<file path="src/rtl/prq_pkg.sv">
// Package for the priority ready queue set: request modes, status codes,
// field widths and parameter defaults. No dependencies.
package prq_pkg;

	localparam int SLOT_W = 6;
	localparam int LEVEL_W = 6;
	localparam int COUNT_W = 7;

	localparam int PRIO_LEVELS_DEF = 32;
	localparam int THREAD_SLOTS_DEF = 64;

	localparam logic [1:0] MODE_ENQ = 2'd0;
	localparam logic [1:0] MODE_DEQ = 2'd1;
	localparam logic [1:0] MODE_RMV = 2'd2;

	localparam logic [1:0] ST_OK = 2'd0;
	localparam logic [1:0] ST_BAD = 2'd1;
	localparam logic [1:0] ST_NONE = 2'd2;

endpackage

</file>
<file path="src/rtl/priority_ready_queue_set.sv">
// A rejected or empty request goes from accept straight to the output state; an
// enqueue passes through ENQ and ENQ2, a dequeue or remove through FETCH and UNLINK.
// No new request is taken until the last result word is loaded, since in_stall is
// high outside idle. Steps wait on synchronous reads of head, tail, link, level memories.
// Reset: asynchronous, active low; clears the non-empty and queued bits, the
// ready count and the handshake state. Memory contents are not cleared.
// Top level of the priority ready queue set; uses prq_pkg.
// Holds per-level head and tail memories and per-slot link and level memories.
module priority_ready_queue_set
	import prq_pkg::*;
#(
	parameter int PRIO_LEVELS = PRIO_LEVELS_DEF,
	parameter int THREAD_SLOTS = THREAD_SLOTS_DEF
) (
	input  logic               clk,
	input  logic               arst_n,
	input  logic               in_valid,
	output logic               in_stall,
	input  logic [1:0]         mode,
	input  logic [SLOT_W-1:0]  thread_slot,
	input  logic [LEVEL_W-1:0] level,
	output logic               out_valid,
	input  logic               out_stall,
	output logic [SLOT_W-1:0]  picked_slot,
	output logic [1:0]         status,
	output logic [COUNT_W-1:0] ready_total,
	output logic [LEVEL_W-1:0] top_level
);

	localparam int LAW = $clog2(PRIO_LEVELS);
	localparam int SAW = (THREAD_SLOTS > 1) ? $clog2(THREAD_SLOTS) : 1;

	localparam logic [2:0] S_IDLE   = 3'd0;
	localparam logic [2:0] S_ENQ    = 3'd1;
	localparam logic [2:0] S_ENQ2   = 3'd2;
	localparam logic [2:0] S_FETCH  = 3'd3;
	localparam logic [2:0] S_UNLINK = 3'd4;
	localparam logic [2:0] S_OUT    = 3'd5;

	logic [2:0] state_q;
	logic [1:0] mode_q;
	logic [SLOT_W-1:0] slot_q;
	logic [LAW-1:0] lv_q;
	logic [1:0] status_q;
	logic [SLOT_W-1:0] picked_q;
	logic [COUNT_W-1:0] count_q;
	logic [PRIO_LEVELS-1:0] nonempty_q;
	logic [THREAD_SLOTS-1:0] queued_q;

	logic out_valid_q;
	logic [SLOT_W-1:0] out_picked_q;
	logic [1:0] out_status_q;
	logic [COUNT_W-1:0] out_count_q;
	logic [LEVEL_W-1:0] out_top_q;

	// memories
	logic [SLOT_W-1:0] head_mem [PRIO_LEVELS];
	logic [SLOT_W-1:0] tail_mem [PRIO_LEVELS];
	logic [SLOT_W-1:0] next_mem [THREAD_SLOTS];
	logic [SLOT_W-1:0] prev_mem [THREAD_SLOTS];
	logic [LAW-1:0]    slvl_mem [THREAD_SLOTS];

	logic [SLOT_W-1:0] head_rd, tail_rd, next_rd, prev_rd;
	logic [LAW-1:0] slvl_rd;
	logic [LAW-1:0] head_ra, tail_ra;
	logic [SAW-1:0] link_ra, slvl_ra;

	logic head_we, tail_we, next_we, prev_we, slvl_we;
	logic [LAW-1:0] head_wa, tail_wa;
	logic [SAW-1:0] next_wa, prev_wa, slvl_wa;
	logic [SLOT_W-1:0] head_wd, tail_wd, next_wd, prev_wd;

	logic in_acc;
	logic out_load;
	logic top_found;
	logic [LAW-1:0] top_idx;
	logic lv_bad, slot_bad, in_queued, cur_ne;
	logic [LAW-1:0] fetch_lv;
	logic [SLOT_W-1:0] fetch_slot;
	logic is_head, is_tail;

	assign in_acc = in_valid && !in_stall;
	assign in_stall = (state_q != S_IDLE);
	assign out_load = (state_q == S_OUT) && (!out_valid_q || !out_stall);

	// encode the most urgent non-empty level
	always_comb begin
		top_found = 1'b0;
		top_idx = '0;
		for (int p = PRIO_LEVELS - 1; p >= 0; p--) begin
			if (nonempty_q[p]) begin
				top_found = 1'b1;
				top_idx = LAW'(p);
			end
		end
	end

	// check request arguments
	always_comb begin
		lv_bad = (32'(level) >= PRIO_LEVELS);
		slot_bad = (32'(thread_slot) >= THREAD_SLOTS);
		in_queued = slot_bad ? 1'b0 : queued_q[SAW'(thread_slot)];
	end

	assign cur_ne = nonempty_q[lv_q];
	assign fetch_lv = (mode_q == MODE_DEQ) ? lv_q : slvl_rd;
	assign fetch_slot = (mode_q == MODE_DEQ) ? head_rd : slot_q;
	assign is_head = (head_rd == slot_q);
	assign is_tail = (tail_rd == slot_q);

	// drive read addresses
	always_comb begin
		head_ra = top_idx;
		tail_ra = (mode == MODE_ENQ) ? LAW'(level) : top_idx;
		link_ra = SAW'(fetch_slot);
		slvl_ra = SAW'(thread_slot);
		if (state_q == S_FETCH) begin
			head_ra = fetch_lv;
			tail_ra = fetch_lv;
		end
	end

	// drive write ports
	always_comb begin
		head_we = 1'b0; tail_we = 1'b0; next_we = 1'b0; prev_we = 1'b0; slvl_we = 1'b0;
		head_wa = lv_q; tail_wa = lv_q;
		next_wa = SAW'(slot_q); prev_wa = SAW'(slot_q); slvl_wa = SAW'(slot_q);
		head_wd = slot_q; tail_wd = slot_q; next_wd = slot_q; prev_wd = slot_q;
		unique case (state_q)
			S_ENQ: begin
				tail_we = 1'b1;
				slvl_we = 1'b1;
				prev_we = 1'b1;
				if (cur_ne) begin
					next_we = 1'b1;
					next_wa = SAW'(tail_rd);
					prev_wd = tail_rd;
				end else begin
					head_we = 1'b1;
				end
			end
			S_ENQ2: begin
				next_we = 1'b1;
			end
			S_UNLINK: begin
				if (is_head && !is_tail) begin
					head_we = 1'b1;
					head_wd = next_rd;
				end else if (is_tail && !is_head) begin
					tail_we = 1'b1;
					tail_wd = prev_rd;
				end else if (!is_head && !is_tail) begin
					next_we = 1'b1;
					next_wa = SAW'(prev_rd);
					next_wd = next_rd;
					prev_we = 1'b1;
					prev_wa = SAW'(next_rd);
					prev_wd = prev_rd;
				end
			end
			default: begin
			end
		endcase
	end

	// read and write the memories
	always_ff @(posedge clk) begin
		head_rd <= head_mem[head_ra];
		tail_rd <= tail_mem[tail_ra];
		next_rd <= next_mem[link_ra];
		prev_rd <= prev_mem[link_ra];
		slvl_rd <= slvl_mem[slvl_ra];
		if (head_we) head_mem[head_wa] <= head_wd;
		if (tail_we) tail_mem[tail_wa] <= tail_wd;
		if (next_we) next_mem[next_wa] <= next_wd;
		if (prev_we) prev_mem[prev_wa] <= prev_wd;
		if (slvl_we) slvl_mem[slvl_wa] <= lv_q;
	end

	// sequence one request
	always_ff @(posedge clk or negedge arst_n) begin
		if (!arst_n) begin
			state_q <= S_IDLE;
			count_q <= '0;
			nonempty_q <= '0;
			queued_q <= '0;
			out_valid_q <= 1'b0;
		end else begin
			if (out_load) out_valid_q <= 1'b1;
			else if (out_valid_q && !out_stall) out_valid_q <= 1'b0;
			unique case (state_q)
				S_IDLE: begin
					if (in_acc) begin
						mode_q <= mode;
						slot_q <= thread_slot;
						lv_q <= LAW'(level);
						picked_q <= '0;
						status_q <= ST_OK;
						state_q <= S_OUT;
						case (mode)
							MODE_ENQ: begin
								if (lv_bad || slot_bad || in_queued) status_q <= ST_BAD;
								else state_q <= S_ENQ;
							end
							MODE_DEQ: begin
								lv_q <= top_idx;
								if (!top_found) status_q <= ST_NONE;
								else state_q <= S_FETCH;
							end
							MODE_RMV: begin
								if (slot_bad) status_q <= ST_BAD;
								else if (!in_queued) status_q <= ST_NONE;
								else state_q <= S_FETCH;
							end
							default: status_q <= ST_BAD;
						endcase
					end
				end
				S_ENQ: begin
					nonempty_q[lv_q] <= 1'b1;
					queued_q[SAW'(slot_q)] <= 1'b1;
					count_q <= count_q + 1'b1;
					state_q <= S_ENQ2;
				end
				S_ENQ2: state_q <= S_OUT;
				S_FETCH: begin
					lv_q <= fetch_lv;
					slot_q <= fetch_slot;
					if (mode_q == MODE_DEQ) picked_q <= head_rd;
					state_q <= S_UNLINK;
				end
				S_UNLINK: begin
					if (is_head && is_tail) nonempty_q[lv_q] <= 1'b0;
					queued_q[SAW'(slot_q)] <= 1'b0;
					if (count_q != '0) count_q <= count_q - 1'b1;
					state_q <= S_OUT;
				end
				S_OUT: begin
					if (out_load) state_q <= S_IDLE;
				end
				default: state_q <= S_IDLE;
			endcase
		end
	end

	// load the result word
	always_ff @(posedge clk) begin
		if (out_load) begin
			out_picked_q <= picked_q;
			out_status_q <= status_q;
			out_count_q <= count_q;
			out_top_q <= top_found ? LEVEL_W'(top_idx) : LEVEL_W'(PRIO_LEVELS);
		end
	end

	assign out_valid = out_valid_q;
	assign picked_slot = out_picked_q;
	assign status = out_status_q;
	assign ready_total = out_count_q;
	assign top_level = out_top_q;

	a_count_matches: assert property (@(posedge clk) disable iff (!arst_n)
		32'(count_q) == $countones(queued_q))
		else $error("ready count differs from queued bits");
	a_empty_consistent: assert property (@(posedge clk) disable iff (!arst_n)
		(count_q == '0) == (nonempty_q == '0))
		else $error("non-empty bits disagree with ready count");
	a_busy_after_accept: assert property (@(posedge clk) disable iff (!arst_n)
		in_acc |=> state_q != S_IDLE)
		else $error("accepted word did not start a request");

endmodule
</file>
<file path="config.mk">
export PLATFORM = sky130hd
export DESIGN_NAME = priority_ready_queue_set
export DESIGN_NICKNAME = d
export VERILOG_FILES = /design/src/rtl/prq_pkg.sv /design/src/rtl/priority_ready_queue_set.sv
export SDC_FILE = /design/constraint.sdc
export NUM_CORES = 2
export LEC_CHECK = 0
export BUFFER_PORTS_ARGS = -buffer_cell sky130_fd_sc_hd__buf_2
export CORE_MARGIN = 2
export CORE_UTILIZATION = 43
export DETAILED_ROUTE_END_ITERATION = 8
export HOLD_SLACK_MARGIN = 0.06
export PLACE_DENSITY = 0.69
export RECOVER_POWER = 25
export SYNTH_ARGS = -nofsm -noshare
export SYNTH_HDL_FRONTEND = slang
export SYNTH_SLANG_ARGS = --single-unit
</file>
<file path="constraint.sdc">
create_clock -name clk -period 6.35 [get_ports clk]
set_input_delay 0.635 -clock clk [delete_from_list [all_inputs] [get_ports clk]]
set_output_delay 0.635 -clock clk [all_outputs]
set_load 0.01 [all_outputs]
</file>
# Word level (Yosys, flattened, before mapping)
# Memory sizes are Yosys's and may differ from the RTL's. A register that Yosys moved wholly into a read port is not among the register bits.
# Cells that the tools add are included.
# op_classes
n_eq_ne,15
n_lt_le_gt_ge,6
bitwise,6
n_addsub,2
n_reduce_logical,30
n_mux,141
# ops
cell,n
5-bit 2-to-1 mux,38
64-bit case mux with 2 select lines,1
6-bit 2-to-1 mux,18
64-bit bitwise AND,1
64-bit inverter,1
64-bit bitwise OR,1
32-bit case mux with 2 select lines,1
1-bit 2-to-1 mux,58
6-bit case mux with 2 select lines,3
32-bit bitwise AND,1
32-bit 2-to-1 mux,1
32-bit inverter,1
32-bit bitwise OR,1
3-bit 2-to-1 mux,5
3-bit case mux with 5 select lines,1
"6-bit by 7-bit less-than comparator with 1-bit output, second input constant",2
7-bit case mux with 2 select lines,1
6-bit == test,2
5-bit case mux with 2 select lines,1
1-bit logical AND,9
3-bit case mux with 3 select lines,1
"2-bit inequality test, second input constant",4
"7-bit by 1-bit adder with 7-bit output, second input constant",1
7-bit 2-to-1 mux,1
other kinds (30),46
# word_totals
mem_bits_rw,1472
output_inout_bits,23
wordCells,220
memories,5
input_bits,18
reg_bits,149
# mem_list
memory,depth,word_bits,rd,rd_ports_with_merged_regs,wr,line,rtl
next_mem,64,6,1,1,1,priority_ready_queue_set.sv:59,logic [SLOT_W-1:0] next_mem [THREAD_SLOTS];
prev_mem,64,6,1,1,1,priority_ready_queue_set.sv:60,logic [SLOT_W-1:0] prev_mem [THREAD_SLOTS];
slvl_mem,64,5,1,1,1,priority_ready_queue_set.sv:61,logic [LAW-1:0] slvl_mem [THREAD_SLOTS];
head_mem,32,6,1,1,1,priority_ready_queue_set.sv:57,logic [SLOT_W-1:0] head_mem [PRIO_LEVELS];
tail_mem,32,6,1,1,1,priority_ready_queue_set.sv:58,logic [SLOT_W-1:0] tail_mem [PRIO_LEVELS];

# Logic depth before layout (Yosys ltp)
# depth
ltp_word,36
depth_mapped,14
mapped_depth_nobuf,11

# Worst setup path before layout
# No wires, ideal clock.
# synth_timing
path_type,register to register
from,"register lv_q[1], in the netlist head_wa[1]"
to,memory next_mem[16][0] (enable)
path_stages_with_launch,12
arrival_time_ns,4.407
required_ns,5.999
n_path_buf,1
setup_time_ns,0.351
path_slack_ns,1.592
cell_sequence,edfxtp_1 buf_2 mux4_2 a22oi_1 and4_1 nand2_1 o21ai_1 nand2_1 and2_1 inv_1 nand3_1 nor2_1
# synth_lines
item,line,rtl
"start, declared",priority_ready_queue_set.sv:43,logic [LAW-1:0] lv_q;
"start signal, assigned",priority_ready_queue_set.sv:196,lv_q <= LAW'(level);
"start signal, assigned",priority_ready_queue_set.sv:206,lv_q <= top_idx;
"start signal, assigned",priority_ready_queue_set.sv:227,lv_q <= fetch_lv;
1-bit binary-select mux with 5-bit select,priority_ready_queue_set.sv:105,assign cur_ne = nonempty_q[lv_q];
1-bit 2-to-1 mux (implied by the code),priority_ready_queue_set.sv:105,
6-bit 2-to-1 mux,priority_ready_queue_set.sv:134,if (cur_ne) begin
6-bit case mux with 2 select lines,priority_ready_queue_set.sv:129,unique case (state_q)
net next_wa[4],priority_ready_queue_set.sv:70,"logic [SAW-1:0] next_wa, prev_wa, slvl_wa;"
"end, declared",priority_ready_queue_set.sv:59,
# The timed path passes the listed nets, and every way through them passes these cells. The select of a mux whose other input is x is not followed.

# Worst setup path in the final report
# layout_timing
from,register mode_q[1]
to,"register prev_rd[4], read port of prev_mem"
# layout_via
elab_chain_cells,2
# layout_rtl
item,line,rtl
"start, declared",priority_ready_queue_set.sv:41,logic [1:0] mode_q;
"start signal, assigned",priority_ready_queue_set.sv:194,mode_q <= mode;
2-bit by 1-bit == test with 1-bit output,priority_ready_queue_set.sv:107,assign fetch_slot = (mode_q == MODE_DEQ) ? head_rd : slot_q;
6-bit 2-to-1 mux,priority_ready_queue_set.sv:107,
"end, declared",priority_ready_queue_set.sv:63,"logic [SLOT_W-1:0] head_rd, tail_rd, next_rd, prev_rd;"
# No other way between the ends.
# A chain may end at the register's enable or synchronous reset.

==> summary.md <==
| Metric | Value |
|---|---|
| Cts bufs inserted | `167` |
| Clk slew on worst S/H paths | `60 ps` |
| Clk Tree Root Cell | `clkbuf_16` |
| Pwr per Cell Area | `449 nW/µm²` |
| Initial antenna violation count | `2` |
| Vias in the first global route | `35.7k` |
| First-pass GRT wire length | `232 mm` |
| Max Cap Violations | `10` |
| Antenna viol nets, final | `0` |
| Fin crit period | `roughly 5500 ps` |
| Initial Util | `43.2%` |
| Simple logic cell fraction of the synthesized area | `6.69%` |
| Critical path's slowest cell | `mux2i_1` |
| Layout cells sized above 1 | `16.7%` |
| Top delay family on crit path | `multiplexers` |
| 1st-iter DRT viols | `4422` |
| RSZ-0062 raised after global routing | `no` |
| Period utilization | `86.9%` |
| Skew final | `roughly 28 ps` |
| Layout Cells excl Fill | `about 6k` |
| Largest net degree at the start of global routing | `98` |
| Place WS | `1350 ps` |
| Worst endpoint required time | `6820 ps` |
| Most frequent CP cell | `a211oi_1` |
| Crit-path cells | `nor2b_2, mux2i_1, buf_4, mux4_2, and2_1, a211oi_1, a31oi_1, a211oi_1, a21oi_1` |
| CTS tree | `done` |
| Total GRT Usage | `19.6%` |
| Post-synth EDFFs | `1514` |
| Register bit count reported by yosys | `1650` |
| Largest family of logic cells by synthesized area | `multiplexers` |
| Final setup TNS | `0 ps` |
| Area grow syn2layout | `11.6%` |
| Synth Cell Area | `between 60000 and 70000 µm²` |
| Top-count cell post-synth | `edfxtp_1` |
| Row Count | `144` |
| Ys Warns | `0` |
| Max Fclk | `181 MHz` |
| Peak supply drop | `416 µV` |
| Slew headroom | `-139%` |
| Worst setup path start | `mode_q[1]` |
| Clock Sinks | `1650` |
| Drt first pass iters | `6` |
| Final setup violation count | `0` |
| ANT cells | `0` |
| PostCTS Resize Cnt | `0` |
| Mux contribution to synthesized area | `13.0%` |
| H-tree depth | `4` |
| CP Launch Type | `flop` |
| Post-Synth Adder-Cell Area | `less than 1%` |
| DP HPWL | `around 97 mm` |
| CORE AREA | `154000 µm²` |
| PnR Total Power | `~0.033 W` |
| Overflow after GRT | `0` |
| CP peak stage delay | `1890 ps` |
| Hold Crit Start | `in_valid` |
| Most frequent cells after synthesis | `edfxtp_1, nor2_1, nand2_1` |
| Area contributors post-synth | `edfxtp_1, mux4_2, dfrtp_1` |
| Post-Synthesis Cells | `3831` |
| Critical path endpoint category | `flop` |
| Max FO, Critical Path | `14` |
| Hold slack final | `approximately 230 ps` |
| Avg Cell Area, Syn | `17.3 µm²` |
| # nets final | `slightly below 4k` |
| Worst r2r src | `mode_q[1]` |
| Slew Viols, Final | `396` |
| Synth Area in Compound Gates | `5.01%` |
| Io pins | `41` |
| Setup ws final | `834 ps` |
| Via density | `between 5 and 6` |
| Synth top area share | `68.5%` |
| Lkg Pwr | `23.8 nW` |
| DRC | `0` |
| Critical path class | `flop to flop` |
| Maximum root-to-sink buffer count | `3` |
| # placed instances | `5764` |
| Die X | `about 400 µm` |
| WL final | `155 mm` |
| Port Buffers | `40` |
| Post-synthesis sequential area ratio | `73.4%` |
| Largest area contributor in the netlist | `edfxtp_1` |
| Worst Hold Class | `input pin to flop` |
| Top_reg_cell synth | `edfxtp_1` |
| Die area | `157000 µm²` |
| Reg2Reg Setup Slack | `~830 ps` |
| Post-synthesis async set-or-reset flop share | `6.48%` |
| CP bufs+invs | `1` |
| Routed vias | `roughly 36k` |
| Wire per inst | `25.4 µm` |
| Outcome | `finished, violations left` |
| Routability congestion estimate | `around 0.92` |
| DIE HEIGHT | `397 µm` |
| Skew-Pair Late Insertion Delay | `just under 800 ps` |
| Syn_nets | `3855` |
| Cell variety after synth | `80` |
| Number of hold violations in the final report | `0` |
| Worst slew pin tran | `~3600 ps` |
| Critical Path AT | `5980 ps` |
| Violated checks | `capacitance limit, slew limit` |
| Synth Area in XOR/XNOR | `0.251%` |
layout by cell type, fill, tap and decap left out, types with 9 or more instances in the layout:
cell type / Yosys / layout
edfxtp_1: 1514 / 1514
nor2_1: 392 / 391
nand2_1: 342 / 342
mux4_2: 326 / 326
clkbuf_16: 0 / 172
dfrtp_1: 107 / 107
a21oi_1: 107 / 105
mux2i_1: 98 / 95
a211oi_1: 76 / 76
clkbuf_1: 119 / 71
o22a_1: 65 / 65
and2_1: 68 / 59
nand3_1: 49 / 49
clkinv_1: 0 / 46
buf_4: 15 / 45
a31oi_1: 39 / 38
o21ai_0: 31 / 31
dfxtp_1: 29 / 29
a311oi_1: 24 / 24
nand4_1: 23 / 23
nor3_1: 22 / 23
clkinv_2: 0 / 21
nor4_1: 20 / 20
mux2_2: 25 / 17
inv_1: 25 / 16
o22ai_1: 15 / 15
nor2b_1: 15 / 14
a22oi_1: 13 / 13
nand3b_1: 13 / 13
xnor2_1: 12 / 12
a221oi_1: 12 / 12
buf_2: 43 / 12
inv_2: 2 / 11
o211ai_1: 11 / 11
bufinv_16: 0 / 10
and2_0: 0 / 9
nand2b_1: 9 / 9
or4_1: 9 / 9
worst paths after layout:
| path | end | cells past startpoint |
|---|---|---|
| min in group asynchronous | async pin | 2 |
| max in group asynchronous | async pin | 3 |
| setup reg to reg | prev_rd[4] | 9 |
| hold / removal | state_q[1] | 2 |
| hold reg to reg | picked_slot[0] | 0 |
| setup / recovery | prev_rd[4] | 9 |
metal layers:
layer	track usage [%]	vias to the layer above	part of all wire [%]
li1	-	15400	-
met4	6.49	2	3.1
met5	0	-	0.013
met2	32.1	1593	49
met3	3.82	288	7.8
met1	26.3	18400	40
cell families (layout without fill, tap and decap cells):
family / after synthesis / in the layout
buffers and inverters: 236 / 436
muxes: 449 / 449
and+or+nand+nor: 1004 / 1004
DFF: 1650 / 1650
adders and majority gates: 6 / 6
xor gates and xnor gates: 19 / 19
AOI/OAI and AO/OA: 467 / 467
layout make-up:
| cell class | instances | area (µm²) |
|---|---|---|
| clock buffer | 218 | 4550 |
| clock inverter | 92 | 729 |
| fill | 12600 | 79700 |
| inverter | 27 | 101 |
| multi-input combinational | 1945 | 16700 |
| sequential | 1650 | 48700 |
| tap | 2044 | 2560 |
| timing repair buffer | 99 | 663 |
timing repair:
action                    4_1_cts  5_1_grt
hold endpoints to repair       55        0
hold buffers                    1        0
setup buffers                   0        0
sequential cells by signal (all words and copies together), names as in the netlist, 7 cells and up, named ones only:
name / cells
next_mem: 384
prev_mem: 384
slvl_mem: 320
head_mem: 192
tail_mem: 192
count_q: 7
ready_total: 7
stage by stage:
step | cell area (µm²) | util (%)
floorplan | 66300 | -
CTS | 74200 | 48.3
detailed placement | 68900 | 44.8
global placement | 68900 | 44.8
global route | 74000 | 48.2
finish | 74000 | 48.2
where the power goes:
part           total, W  internal (W)  switching, W
clock           0.00946       0.00545       0.00402
combinational   0.00948       0.00300       0.00648
sequential       0.0143        0.0138      0.000492
total            0.0332        0.0222        0.0110
worst reg2reg max path: cells and delay by family, from the launching register on:
| family | cells | cell delay, ps |
|---|---|---|
| and+or+nand+nor | 2 | 440 |
| AOI/OAI and AO/OA | 4 | 1400 |
| muxes | 2 | 2440 |
| DFF | 1 | 400 |
| buffers and inverters | 1 | 570 |
Note: power is estimated with default switching activity, not from simulation.
